--- config.mk ---
export PLATFORM = sky130hd
export DESIGN_NAME = fnv1a_two_lane_hash32
export DESIGN_NICKNAME = d
export VERILOG_FILES = /design/src/hdl/fnv2l_pkg.sv /design/src/hdl/fnv2l_front.sv /design/src/hdl/fnv2l_queue.sv /design/src/hdl/fnv2l_back.sv /design/src/hdl/fnv1a_two_lane_hash32.sv
export VERILOG_INCLUDE_DIRS = /design/src /design/src/hdl
export SDC_FILE = /design/constraint.sdc
export NUM_CORES = 2
export LEC_CHECK = 0
export ABC_AREA = 1
export BUFFER_PORTS_ARGS = -buffer_cell sky130_fd_sc_hd__buf_4
export CORE_MARGIN = 2
export CORE_UTILIZATION = 45
export CTS_BUF_LIST = sky130_fd_sc_hd__clkbuf_8
export DETAILED_ROUTE_END_ITERATION = 16
export GPL_ROUTABILITY_DRIVEN = 0
export HOLD_SLACK_MARGIN = 0.06
export REMOVE_ABC_BUFFERS = 1
export SETUP_SLACK_MARGIN = 0.02
export SKIP_LAST_GASP = 1
export SLEW_MARGIN = 20
export SYNTH_ARGS = -nofsm -noshare
export SYNTH_HDL_FRONTEND = slang
export SYNTH_SLANG_ARGS = --single-unit
--- constraint.sdc ---
create_clock -name clk -period 8.6 [get_ports clk]
set_input_delay 0.86 -clock clk [delete_from_list [all_inputs] [get_ports clk]]
set_output_delay 0.86 -clock clk [all_outputs]
set_load 0.02 [all_outputs]
--- src/hdl/assert_macros.svh ---
// Assertion macros shared by the hash block.
// Depends on signals named clk and rst_n in the module that uses them.
`ifndef ASSERT_MACROS_SVH
`define ASSERT_MACROS_SVH

// Same-cycle implication, disabled during reset
`define ASSERT_IMPL(label, ante, cons, msg) \
    label: assert property (@(posedge clk) disable iff (!rst_n) (ante) |-> (cons)) \
        else $error(msg);

// Next-cycle implication, disabled during reset
`define ASSERT_NEXT(label, ante, cons, msg) \
    label: assert property (@(posedge clk) disable iff (!rst_n) (ante) |=> (cons)) \
        else $error(msg);

`endif

--- src/hdl/fnv2l_pkg.sv ---
// Package for the two-lane FNV-1a 32-bit hash: constants, block descriptor, helpers.
// No dependencies.
package fnv2l_pkg;

    localparam logic [31:0] HASH_PRIME  = 32'd709607;
    localparam logic [31:0] SEED_RESET  = 32'h811C9DC5;
    localparam int          QUEUE_DEPTH = 2;
    localparam logic [4:0]  FULL_BYTES  = 5'd16;

    // Step bits in the descriptor mask, executed lowest first
    localparam int STEP_W32 = 0;  // 32-bit op on both lanes (also the full-block mix)
    localparam int STEP_H16 = 1;  // 16-bit op on both lanes
    localparam int STEP_A16 = 2;  // 16-bit op on lane A
    localparam int STEP_A8  = 3;  // byte op on lane A

    // One classified block, as queued between front and back
    typedef struct packed {
        logic        first;
        logic        last;
        logic [3:0]  mask;
        logic [31:0] key_length;
        logic [31:0] op0a;
        logic [31:0] op0b;
        logic [15:0] op1a;
        logic [15:0] op1b;
        logic [15:0] op2;
        logic [7:0]  op3;
    } desc_t;

    typedef struct packed {
        logic full;
        logic empty;
    } queue_status_t;

    typedef struct packed {
        logic busy;
        logic fin_pending;
    } back_status_t;

    function automatic logic [31:0] rotl5(input logic [31:0] x);
        return {x[26:0], x[31:27]};
    endfunction

endpackage

--- src/hdl/fnv2l_front.sv ---
// Front end: accepts key blocks, classifies them and builds queue descriptors.
// Depends on fnv2l_pkg.
module fnv2l_front (
    input  logic                     clk,
    input  logic                     rst_n,
    input  logic                     in_valid,
    output logic                     in_ready,
    input  logic [31:0]              word0,
    input  logic [31:0]              word1,
    input  logic [31:0]              word2,
    input  logic [31:0]              word3,
    input  logic [4:0]               valid_bytes,
    input  logic                     last_block,
    input  logic [31:0]              key_length,
    input  fnv2l_pkg::queue_status_t q_status,
    output logic                     push,
    output fnv2l_pkg::desc_t         push_desc
);

    logic        at_key_start_reg;
    logic        at_key_start_next;
    logic [4:0]  cnt;
    logic        tail;
    logic [1:0]  idx;
    logic [31:0] w [4];

    assign in_ready = !q_status.full;
    assign push     = in_valid && in_ready;

    // Clamp byte count; a tail applies only on a short last block
    assign cnt  = (valid_bytes > fnv2l_pkg::FULL_BYTES) ? fnv2l_pkg::FULL_BYTES : valid_bytes;
    assign tail = last_block && (cnt != fnv2l_pkg::FULL_BYTES);
    assign idx  = cnt[3:2];

    always_comb
    begin
        w[0] = word0;
        w[1] = word1;
        w[2] = word2;
        w[3] = word3;
    end

    // Descriptor build: offsets of the tail pieces follow from the count bits
    always_comb
    begin
        push_desc            = '0;
        push_desc.first      = at_key_start_reg;
        push_desc.last       = last_block;
        push_desc.key_length = key_length;
        if (!tail)
        begin
            push_desc.mask                     = '0;
            push_desc.mask[fnv2l_pkg::STEP_W32] = 1'b1;
            push_desc.op0a = fnv2l_pkg::rotl5(word0) ^ word1;
            push_desc.op0b = fnv2l_pkg::rotl5(word2) ^ word3;
        end
        else
        begin
            push_desc.mask[fnv2l_pkg::STEP_W32] = cnt[3];
            push_desc.mask[fnv2l_pkg::STEP_H16] = cnt[2];
            push_desc.mask[fnv2l_pkg::STEP_A16] = cnt[1];
            push_desc.mask[fnv2l_pkg::STEP_A8]  = cnt[0];
            push_desc.op0a = word0;
            push_desc.op0b = word1;
            // halfword pair sits at byte 8 after an 8-byte step, else at byte 0
            push_desc.op1a = cnt[3] ? word2[15:0]  : word0[15:0];
            push_desc.op1b = cnt[3] ? word2[31:16] : word0[31:16];
            push_desc.op2  = w[idx][15:0];
            push_desc.op3  = cnt[1] ? w[idx][23:16] : w[idx][7:0];
        end
    end

    // Key-start tracking
    assign at_key_start_next = push ? last_block : at_key_start_reg;

    always_ff @(posedge clk or negedge rst_n)
    begin
        if (!rst_n)
            at_key_start_reg <= 1'b1;
        else
            at_key_start_reg <= at_key_start_next;
    end

endmodule

--- src/hdl/fnv2l_queue.sv ---
// Short descriptor queue that decouples the front end from the back end.
// Depends on fnv2l_pkg.
module fnv2l_queue #(
    parameter int DEPTH = fnv2l_pkg::QUEUE_DEPTH
) (
    input  logic                     clk,
    input  logic                     rst_n,
    input  logic                     push,
    input  fnv2l_pkg::desc_t         push_desc,
    input  logic                     pop,
    output fnv2l_pkg::desc_t         head,
    output fnv2l_pkg::queue_status_t status
);

    localparam int PTR_W = (DEPTH > 1) ? $clog2(DEPTH) : 1;
    localparam int CNT_W = $clog2(DEPTH + 1);

    fnv2l_pkg::desc_t entry_reg [DEPTH];
    logic [PTR_W-1:0] wr_ptr_reg, wr_ptr_next;
    logic [PTR_W-1:0] rd_ptr_reg, rd_ptr_next;
    logic [CNT_W-1:0] count_reg, count_next;

    assign status.full  = (count_reg == CNT_W'(DEPTH));
    assign status.empty = (count_reg == '0);
    assign head         = entry_reg[rd_ptr_reg];

    // Pointer and fill count update
    always_comb
    begin
        wr_ptr_next = wr_ptr_reg;
        rd_ptr_next = rd_ptr_reg;
        count_next  = count_reg;
        if (push)
            wr_ptr_next = (wr_ptr_reg == PTR_W'(DEPTH - 1)) ? '0 : wr_ptr_reg + PTR_W'(1);
        if (pop)
            rd_ptr_next = (rd_ptr_reg == PTR_W'(DEPTH - 1)) ? '0 : rd_ptr_reg + PTR_W'(1);
        if (push && !pop)
            count_next = count_reg + CNT_W'(1);
        else if (pop && !push)
            count_next = count_reg - CNT_W'(1);
    end

    always_ff @(posedge clk or negedge rst_n)
    begin
        if (!rst_n)
        begin
            wr_ptr_reg <= '0;
            rd_ptr_reg <= '0;
            count_reg  <= '0;
        end
        else
        begin
            wr_ptr_reg <= wr_ptr_next;
            rd_ptr_reg <= rd_ptr_next;
            count_reg  <= count_next;
        end
    end

    // Entry storage
    always_ff @(posedge clk)
    begin
        if (push)
            entry_reg[wr_ptr_reg] <= push_desc;
    end

endmodule

--- src/hdl/fnv2l_back.sv ---
// Back end: runs the lane mix steps of each descriptor, the final mix and the fold.
// Holds the seed register. Depends on fnv2l_pkg.
module fnv2l_back (
    input  logic                    clk,
    input  logic                    rst_n,
    input  logic                    cfg_valid,
    output logic                    cfg_ready,
    input  logic [31:0]             cfg_data,
    input  logic                    q_valid,
    output logic                    q_ready,
    input  fnv2l_pkg::desc_t        head,
    output logic                    out_valid,
    input  logic                    out_ready,
    output logic [31:0]             hash_value,
    output fnv2l_pkg::back_status_t status
);

    logic [31:0]      seed_reg;
    logic [31:0]      lane_a_reg, lane_b_reg;
    logic             busy_reg;
    logic             fin_reg;
    logic [3:0]       mask_reg;
    fnv2l_pkg::desc_t desc_reg;
    logic             out_valid_reg;
    logic [31:0]      prod_reg;

    logic             pop;
    logic             out_free;
    logic             do_step;
    logic             do_fin;
    logic             use_b;
    logic [3:0]       mask_next;
    logic [31:0]      op_a, op_b;
    logic [31:0]      mix_a, mix_b;
    logic [31:0]      prod_a, prod_b;

    assign cfg_ready = 1'b1;
    assign q_ready   = !busy_reg;
    assign pop       = q_valid && q_ready;
    assign out_free  = !out_valid_reg || out_ready;
    assign do_step   = busy_reg && (mask_reg != '0);
    assign do_fin    = busy_reg && (mask_reg == '0) && fin_reg && out_free;
    assign mask_next = mask_reg & (mask_reg - 4'd1);

    assign status.busy        = busy_reg;
    assign status.fin_pending = fin_reg;

    // Operand select: lowest pending step, else the final mix
    always_comb
    begin
        op_a  = fnv2l_pkg::rotl5(lane_b_reg);
        op_b  = '0;
        use_b = 1'b0;
        if (mask_reg[fnv2l_pkg::STEP_W32])
        begin
            op_a  = desc_reg.op0a;
            op_b  = desc_reg.op0b;
            use_b = 1'b1;
        end
        else if (mask_reg[fnv2l_pkg::STEP_H16])
        begin
            op_a  = {16'd0, desc_reg.op1a};
            op_b  = {16'd0, desc_reg.op1b};
            use_b = 1'b1;
        end
        else if (mask_reg[fnv2l_pkg::STEP_A16])
            op_a = {16'd0, desc_reg.op2};
        else if (mask_reg[fnv2l_pkg::STEP_A8])
            op_a = {24'd0, desc_reg.op3};
    end

    // One multiply per lane, registered into the lane
    assign mix_a  = lane_a_reg ^ op_a;
    assign mix_b  = lane_b_reg ^ op_b;
    assign prod_a = mix_a * fnv2l_pkg::HASH_PRIME;
    assign prod_b = mix_b * fnv2l_pkg::HASH_PRIME;

    // Sequencer control
    always_ff @(posedge clk or negedge rst_n)
    begin
        if (!rst_n)
        begin
            seed_reg      <= fnv2l_pkg::SEED_RESET;
            busy_reg      <= 1'b0;
            fin_reg       <= 1'b0;
            mask_reg      <= '0;
            out_valid_reg <= 1'b0;
        end
        else
        begin
            if (cfg_valid && cfg_ready)
                seed_reg <= cfg_data;
            if (pop)
            begin
                busy_reg <= 1'b1;
                fin_reg  <= head.last;
                mask_reg <= head.mask;
            end
            else if (do_step)
            begin
                mask_reg <= mask_next;
                busy_reg <= (mask_next != '0) || fin_reg;
            end
            else if (do_fin)
            begin
                fin_reg  <= 1'b0;
                busy_reg <= 1'b0;
            end
            if (do_fin)
                out_valid_reg <= 1'b1;
            else if (out_ready)
                out_valid_reg <= 1'b0;
        end
    end

    // Lane and result datapath
    always_ff @(posedge clk or negedge rst_n)
    begin
        if (!rst_n)
        begin
            lane_a_reg <= '0;
            lane_b_reg <= '0;
        end
        else if (pop)
        begin
            if (head.first)
            begin
                lane_a_reg <= seed_reg;
                lane_b_reg <= head.key_length;
            end
        end
        else if (do_step)
        begin
            lane_a_reg <= prod_a;
            if (use_b)
                lane_b_reg <= prod_b;
        end
    end

    always_ff @(posedge clk)
    begin
        if (pop)
            desc_reg <= head;
        if (do_fin)
            prod_reg <= prod_a;
    end

    assign out_valid  = out_valid_reg;
    assign hash_value = prod_reg ^ {16'd0, prod_reg[31:16]};

endmodule

--- src/hdl/fnv1a_two_lane_hash32.sv ---
// Top level of the two-lane FNV-1a 32-bit hash.
// Depends on fnv2l_pkg, fnv2l_front, fnv2l_queue, fnv2l_back and assert_macros.svh.
//
// A key enters as 16-byte blocks, one beat per block, and the hash leaves as one
// beat on the key's last block. The front end takes a block whenever the descriptor
// queue (QUEUE_DEPTH entries) has room. The back end owns both lanes and one 32-bit
// multiply by the prime per lane per cycle. It loads a descriptor only while idle,
// runs its mix steps lowest mask bit first (1 for a full last block, 0 to 4
// otherwise) and, on a last block, then writes the final mix into the output
// register. That final mix waits while the output register still holds a hash
// that has not been taken. The seed is written through the cfg channel, which
// is always ready.
`include "assert_macros.svh"

module fnv1a_two_lane_hash32 #(
    parameter int QUEUE_DEPTH = fnv2l_pkg::QUEUE_DEPTH
) (
    input  logic        clk,
    input  logic        rst_n,
    input  logic        cfg_valid,
    output logic        cfg_ready,
    input  logic [31:0] cfg_data,
    input  logic        in_valid,
    output logic        in_ready,
    input  logic [31:0] word0,
    input  logic [31:0] word1,
    input  logic [31:0] word2,
    input  logic [31:0] word3,
    input  logic [4:0]  valid_bytes,
    input  logic        last_block,
    input  logic [31:0] key_length,
    output logic        out_valid,
    input  logic        out_ready,
    output logic [31:0] hash_value
);

    logic                     push;
    logic                     pop;
    logic                     q_ready;
    fnv2l_pkg::desc_t         push_desc;
    fnv2l_pkg::desc_t         head;
    fnv2l_pkg::queue_status_t q_status;
    fnv2l_pkg::back_status_t  b_status;

    assign pop = !q_status.empty && q_ready;

    fnv2l_front u_front (
        .clk         (clk),
        .rst_n       (rst_n),
        .in_valid    (in_valid),
        .in_ready    (in_ready),
        .word0       (word0),
        .word1       (word1),
        .word2       (word2),
        .word3       (word3),
        .valid_bytes (valid_bytes),
        .last_block  (last_block),
        .key_length  (key_length),
        .q_status    (q_status),
        .push        (push),
        .push_desc   (push_desc)
    );

    fnv2l_queue #(
        .DEPTH (QUEUE_DEPTH)
    ) u_queue (
        .clk       (clk),
        .rst_n     (rst_n),
        .push      (push),
        .push_desc (push_desc),
        .pop       (pop),
        .head      (head),
        .status    (q_status)
    );

    fnv2l_back u_back (
        .clk        (clk),
        .rst_n      (rst_n),
        .cfg_valid  (cfg_valid),
        .cfg_ready  (cfg_ready),
        .cfg_data   (cfg_data),
        .q_valid    (!q_status.empty),
        .q_ready    (q_ready),
        .head       (head),
        .out_valid  (out_valid),
        .out_ready  (out_ready),
        .hash_value (hash_value),
        .status     (b_status)
    );

    // A pushed descriptor is visible in the queue on the next cycle
    `ASSERT_NEXT(a_push_lands, push, !q_status.empty, "pushed descriptor missing from queue")
    // A popped descriptor puts the back end to work
    `ASSERT_NEXT(a_pop_busy, pop, b_status.busy, "back end idle after descriptor pop")
    // A new hash only appears out of a busy back end with a final mix pending
    `ASSERT_IMPL(a_out_source, $rose(out_valid), $past(b_status.busy && b_status.fin_pending),
        "hash presented without a final mix")

endmodule

---- Yosys cells after proc, flatten, opt, wreduce, memory -nomap -nowiden ----
Memory sizes are Yosys's and may differ from the RTL's.
Index checks and enable logic that the tools add are counted.
word-level totals
  bits in registers ....................... 260
  latch bits .............................. 0
  RAM bits ................................ 316
  bits in read-only memories .............. 0
  bits of input ports ..................... 203
  output and inout bits ................... 35
  logic and storage cells ................. 109
  memories kept ........................... 1
memory list
  memory             words  width  rd ports  clocked after memory_dff  write ports  line               RTL
  u_queue.entry_reg  2      158    1         0                         1            fnv2l_queue.sv:18  fnv2l_pkg::desc_t entry_reg [DEPTH];
operators by class
  add/subtract/negate cells ............... 5
  multiply operators ...................... 2
  div/mod/pow operators ................... 0
  $lt $le $gt $ge ......................... 2
  equal/unequal tests ..................... 4
  shifts and indexed selects .............. 0
  muxes and demuxes ....................... 40
  bitwise gates (word level) .............. 7
  reductions and logical operators ........ 30
operator list
  operator                                                                number
  32-bit 2-to-1 mux                                                       12
  32-bit bitwise XOR                                                      4
  32-bit binary-select mux with 2-bit select                              1
  32-bit by 20-bit multiplier with 32-bit output (second input constant)  2
  64-bit 2-to-1 mux                                                       1
  56-bit 2-to-1 mux                                                       1
  16-bit 2-to-1 mux                                                       3
  24-bit 2-to-1 mux                                                       2
  32-bit by 16-bit bitwise XOR with 32-bit output                         1
  1-bit 2-to-1 mux                                                        13
  4-bit 2-to-1 mux                                                        3
  2-bit nonzero test                                                      5
  1-bit logical AND                                                       9
  8-bit 2-to-1 mux                                                        1
  4-bit nonzero test                                                      2
  1-bit logical NOT                                                       6
  5-bit greater-than comparator (second input constant)                   1
  5-bit 2-to-1 mux                                                        1
  5-bit != test (second input constant)                                   1
  4-bit bitwise AND                                                       1
  4-bit logical NOT                                                       1
  2-bit 2-to-1 mux                                                        2
  2-bit AND reduction                                                     2
  4-bit by 1-bit subtractor with 4-bit output (second input constant)     1
  12 further kinds                                                        14

---- Logic depth before layout (Yosys ltp) ----
  depth in word-level cells ............... 8
  mapped depth ............................ 38
  mapped depth without buffers ............ 36

---- By module ----
Synthesis repeated with hierarchy kept, for this count alone.
unflattened totals
  cells, all modules ...................... 4,045
  area, all modules ....................... 43,501.7 um^2
modules (own cells, without submodules)
  module                 instances  cells an instance  area each (um^2)  sequential area each (um^2)
  fnv2l_back             1          2,904              28,472.3          7,159.4
  fnv2l_queue            1          517                12,031.5          9,589.2
  fnv2l_front            1          621                2,984.1           26.3
  fnv1a_two_lane_hash32  1          3                  13.8              0.0

---- Worst setup path after synthesis ----
Ideal clock, no wire load.
  kind .................................... input to register
  from .................................... in in_valid
  to ...................................... mem u_queue.entry_reg[1][0] (netlist name), enable pin
  library setup time ...................... 680 ps
  arrival ................................. 7,560 ps
  data required time ...................... 7,920 ps
  path slack .............................. 360 ps
  stages .................................. 2
  path buffers ............................ 0
  cell sequence ........................... nand2_1 > nor2_1
on the way
  longest elaborated chain between the ends .. 3
RTL lines
  what                                    line                         RTL
  start, declared                         fnv1a_two_lane_hash32.sv:23  input logic in_valid,
  1-bit logical AND                       fnv2l_front.sv:28            assign push = in_valid && in_ready;
  1-bit 2-to-1 mux                        fnv2l_queue.sv:62            if (push)
  1-bit 2-to-1 mux (implied by the code)  fnv2l_queue.sv:63            entry_reg[wr_ptr_reg] <= push_desc;
  end, declared                           fnv2l_queue.sv:18
Every way passes these cells.

---- Final worst setup path ----
  from .................................... reg u_back.mask_reg[3]
  to ...................................... reg u_back.lane_a_reg[24]
on the way
  longest elaborated chain between the ends .. 8
  elaborated cells on any way between the ends .. 12
  classes of those cells .................. mul (1); mux (6); bitwise (1); reduce/logical (4)
RTL lines
  what                                            line               RTL
  start, declared                                 fnv2l_back.sv:22   logic [3:0] mask_reg;
  start signal, assigned                          fnv2l_back.sv:97   mask_reg <= head.mask;
  start signal, assigned                          fnv2l_back.sv:101  mask_reg <= mask_next;
  32-bit 2-to-1 mux                               fnv2l_back.sv:68   else if (mask_reg[fnv2l_pkg::STEP_A8])
  32-bit 2-to-1 mux                               fnv2l_back.sv:66   else if (mask_reg[fnv2l_pkg::STEP_A16])
  32-bit 2-to-1 mux                               fnv2l_back.sv:60   else if (mask_reg[fnv2l_pkg::STEP_H16])
  32-bit 2-to-1 mux                               fnv2l_back.sv:54   if (mask_reg[fnv2l_pkg::STEP_W32])
  32-bit bitwise XOR                              fnv2l_back.sv:73   assign mix_a = lane_a_reg ^ op_a;
  32-bit by 20-bit multiplier with 32-bit output  fnv2l_back.sv:75   assign prod_a = mix_a * fnv2l_pkg::HASH_PRIME;
  via u_back.prod_a[24]                           fnv2l_back.sv:35   logic [31:0] prod_a, prod_b;
  32-bit 2-to-1 mux                               fnv2l_back.sv:132  else if (do_step)
  32-bit 2-to-1 mux                               fnv2l_back.sv:124  else if (pop)
  end signal, assigned                            fnv2l_back.sv:128  lane_a_reg <= seed_reg;
  end signal, assigned                            fnv2l_back.sv:134  lane_a_reg <= prod_a;
  end, declared                                   fnv2l_back.sv:19   logic [31:0] lane_a_reg, lane_b_reg;
The timed path passes the listed nets, and every way through them passes these cells. The select of a mux whose other input is x is not followed.
A chain may end at the register's enable or synchronous reset.

==> metrics.yaml <==
run_status:
  status: "finished clean"
yosys:
  ys_top_cells_by_area: "edfxtp_1 33%, fa_1 20%, ha_1 8.6%"
  synthFlopType: "edfxtp_1"
  yosysUniqueCellTypes: 59
  synthCells: 4170
  synth-adder-area-share_pct: 28.48
  synthArstFlopShare_pct: 18.75
  synth_top_cell_by_area: "edfxtp_1"
  yosys.area_share.simple_pct: 11.24
  netlist_top_cells_count: "838 x nand2_1, 752 x inv_1, 468 x edfxtp_1"
  synth_xor_area_share_pct: 3.750
  synth_area_um2: 42100
  syn_avg_cell_area_um2: 10.10
  muxShareOfSynthArea_pct: 0.1040
  synth.most_common_cell: "nand2_1"
  ys_seq_area_share_pct: 39.84
  synth-compound-area-share_pct: 8.321
  synth-edff-count: 468
  synth_top_cell_area_share_pct: 33.38
  synth_top_family_by_area: "adder cells"
  yosys_warnings: 0
  ys_ff_latch: 576
floorplan:
  die_w_um: 309.9
  dieHeight_um: 309.9
  core_region_area_um2: 93050
  initial_utilization_pct: 45.25
  top_level_ports: 238
  die_area_um2: 96030
  rows: 112
global_routing:
  grt_first_pass_wirelength_mm: 185.4
  grt_pass1_vias: 30100
  track_usage_pct: 26.03
  grt_max_degree: 175
  antenna_found_initial: 4
  grt-ovfl-total: 0
min_path:
  hold_path_class: "input pin to asynchronous set/reset pin"
detailed_routing:
  vias: 29790
  antenna_left: 0
  post_drt_wl_per_cell_um: 21.27
  drc_errors: 0
  drt_iter0_drc: 2589
  drt_pass1_iterations: 6
  wirelength_mm: 122.5
  vias_per_cell: 5.173
layout:
  largest_reg_flops: 316
  multi_input_area_um2: 21890
  drive_gt1_share_pct: 10.50
  syn_to_final_growth_pct: 12.05
  seq_area_um2: 16780
  fillers: 8656
  final_nets: 5336
sta:
  fin_crit_sh_pct: 94.13
  clock_skew_ns: 0.05643
  hold_viol_final: 0
  slew_viol_final: 0
  worst_pin_slew_ns: 1.210
  max_freq_mhz: 123.5
  relSlewSlack_pct: 19.36
  tns_ns: 0
  period_minus_slack_ns: 8.095
  rsz0062_at_grt: "no"
  finalSetupViolations: 0
critical_path:
  cp_max_fo: 15
  cp_top_family: "adder cells"
  arrival_ns: 8.77
  crit_buf_inv: 6
  critPathSlowestCell: "fa_1"
  cp-start-kind: "register"
  critical_path_class: "register to register"
  required_ns: 9.27
  cp-end-kind: "register"
  max_stage_delay_ns: 0.60
  cp_common_cell: "fa_1"
placed_design:
  dp_hpwl_mm: 95.84
  portBuffers: 236
clocking:
  hold_buffers: 0
  clk_path_buf_depth: 3
  path_clk_slew_ns: 0.07
  cts_buffers: 98
  clock_latency_ns: 0.76
  numClockSinks: 576
  cts_tree: "done"
  ctsHtreeMaxLevel: 3
  ctsResizeCount: 0
  post_cts_buffers: 0
  root_buffer: "clkbuf_8"
flow_run:
  max_cap_violations: 0
layer usage:
layer | global-route usage [%] | wire length, µm | up-vias
met5 | 0 | 12 | -
li1 | - | - | 13910
met2 | 40.42 | 55650 | 1103
met4 | 7.920 | 3366 | 2
met3 | 3.764 | 8340 | 146
met1 | 37.90 | 55120 | 14630
final cells by class:
cell class	count	area share [%]
clock inverters	73	0.8461
inverters	758	6.047
repair buffers	291	4.737
clock buffers	105	3.063
multi-input cells	2701	46.41
diodes	1	0.005304
flip-flops and latches	576	35.57
well taps	1254	3.326
logic make-up after synthesis:
group / after synthesis
buf+inv: 893
flops: 576
fa+ha+maj: 707
compound gates: 620
simple gates: 1192
mux: 4
other cells: 1
xor+xnor: 177
path summary, 6_finish.rpt:
path,start,to,slack [ns],cells past startpoint
max in group asynchronous,rst_n,u_queue.rd_ptr_reg,6.94,2
max reg2reg,u_back.mask_reg[3],u_back.lane_a_reg[24],0.50,27
max,u_back.mask_reg[3],u_back.lane_a_reg[24],0.50,27
min,rst_n,u_back.lane_a_reg[10],0.19,1
min reg2reg,u_queue.entry_reg[0][10],u_back.desc_reg[10],0.47,2
min in group clk,key_length[19],u_queue.entry_reg[1][139],0.30,1
placed cells by master, fill, tap and decap left out, drive strengths merged, types with 4 or more instances in the layout:
cell and instances:
xor2 113, dfstp 15, a21oi 152, o221ai 4, buf 291, nand2 844
a22o 17, fa 419, o211ai 19, o21bai 4, nand3b 8, a22oi 18
a21boi 5, clkbuf 105, nand3 84, ha 288, a31oi 11, inv 806
nand4 9, o21ai 324, nor3 11, a31o 4, dfrtp 93, o21a 5
a211oi 31, or2 9, nor2 223, clkinv 23, edfxtp 468, xnor2 63
a21o 16
through the flow:
step / area, µm² / util [%] / cells / setup WS, ns / hold slack [ns]
2_1_floorplan: 41480 / - / 4035 / -7.500 / 0.4458
3_3_place_gp: 45330 / 48.71 / 5580 / 0.5439 / 0.4592
3_5_place_dp: 45330 / 48.71 / 5580 / 0.4786 / 0.4615
4_1_cts: 47170 / 50.70 / 5758 / 0.5234 / 0.1630
5_1_grt: 47180 / 50.70 / 5759 / 0.04655 / 0.2315
6_report: 47180 / 50.70 / 5759 / 0.5049 / 0.1887
worst register-to-register path, delay by kind of cell (launching register included):
kind / cells / cell delay, ns
AO/OA/AOI/OAI: 5 / 0.92
adder cells (fa/ha/maj): 8 / 4.02
AND/OR/NAND/NOR: 6 / 0.79
buffers and inverters: 6 / 1.00
flip-flops: 1 / 0.57
XOR/XNOR: 2 / 0.76
Power is left out: the tool's default activity adds up to more than one toggle a clock period on the data nets, which glitch-free logic cannot reach.
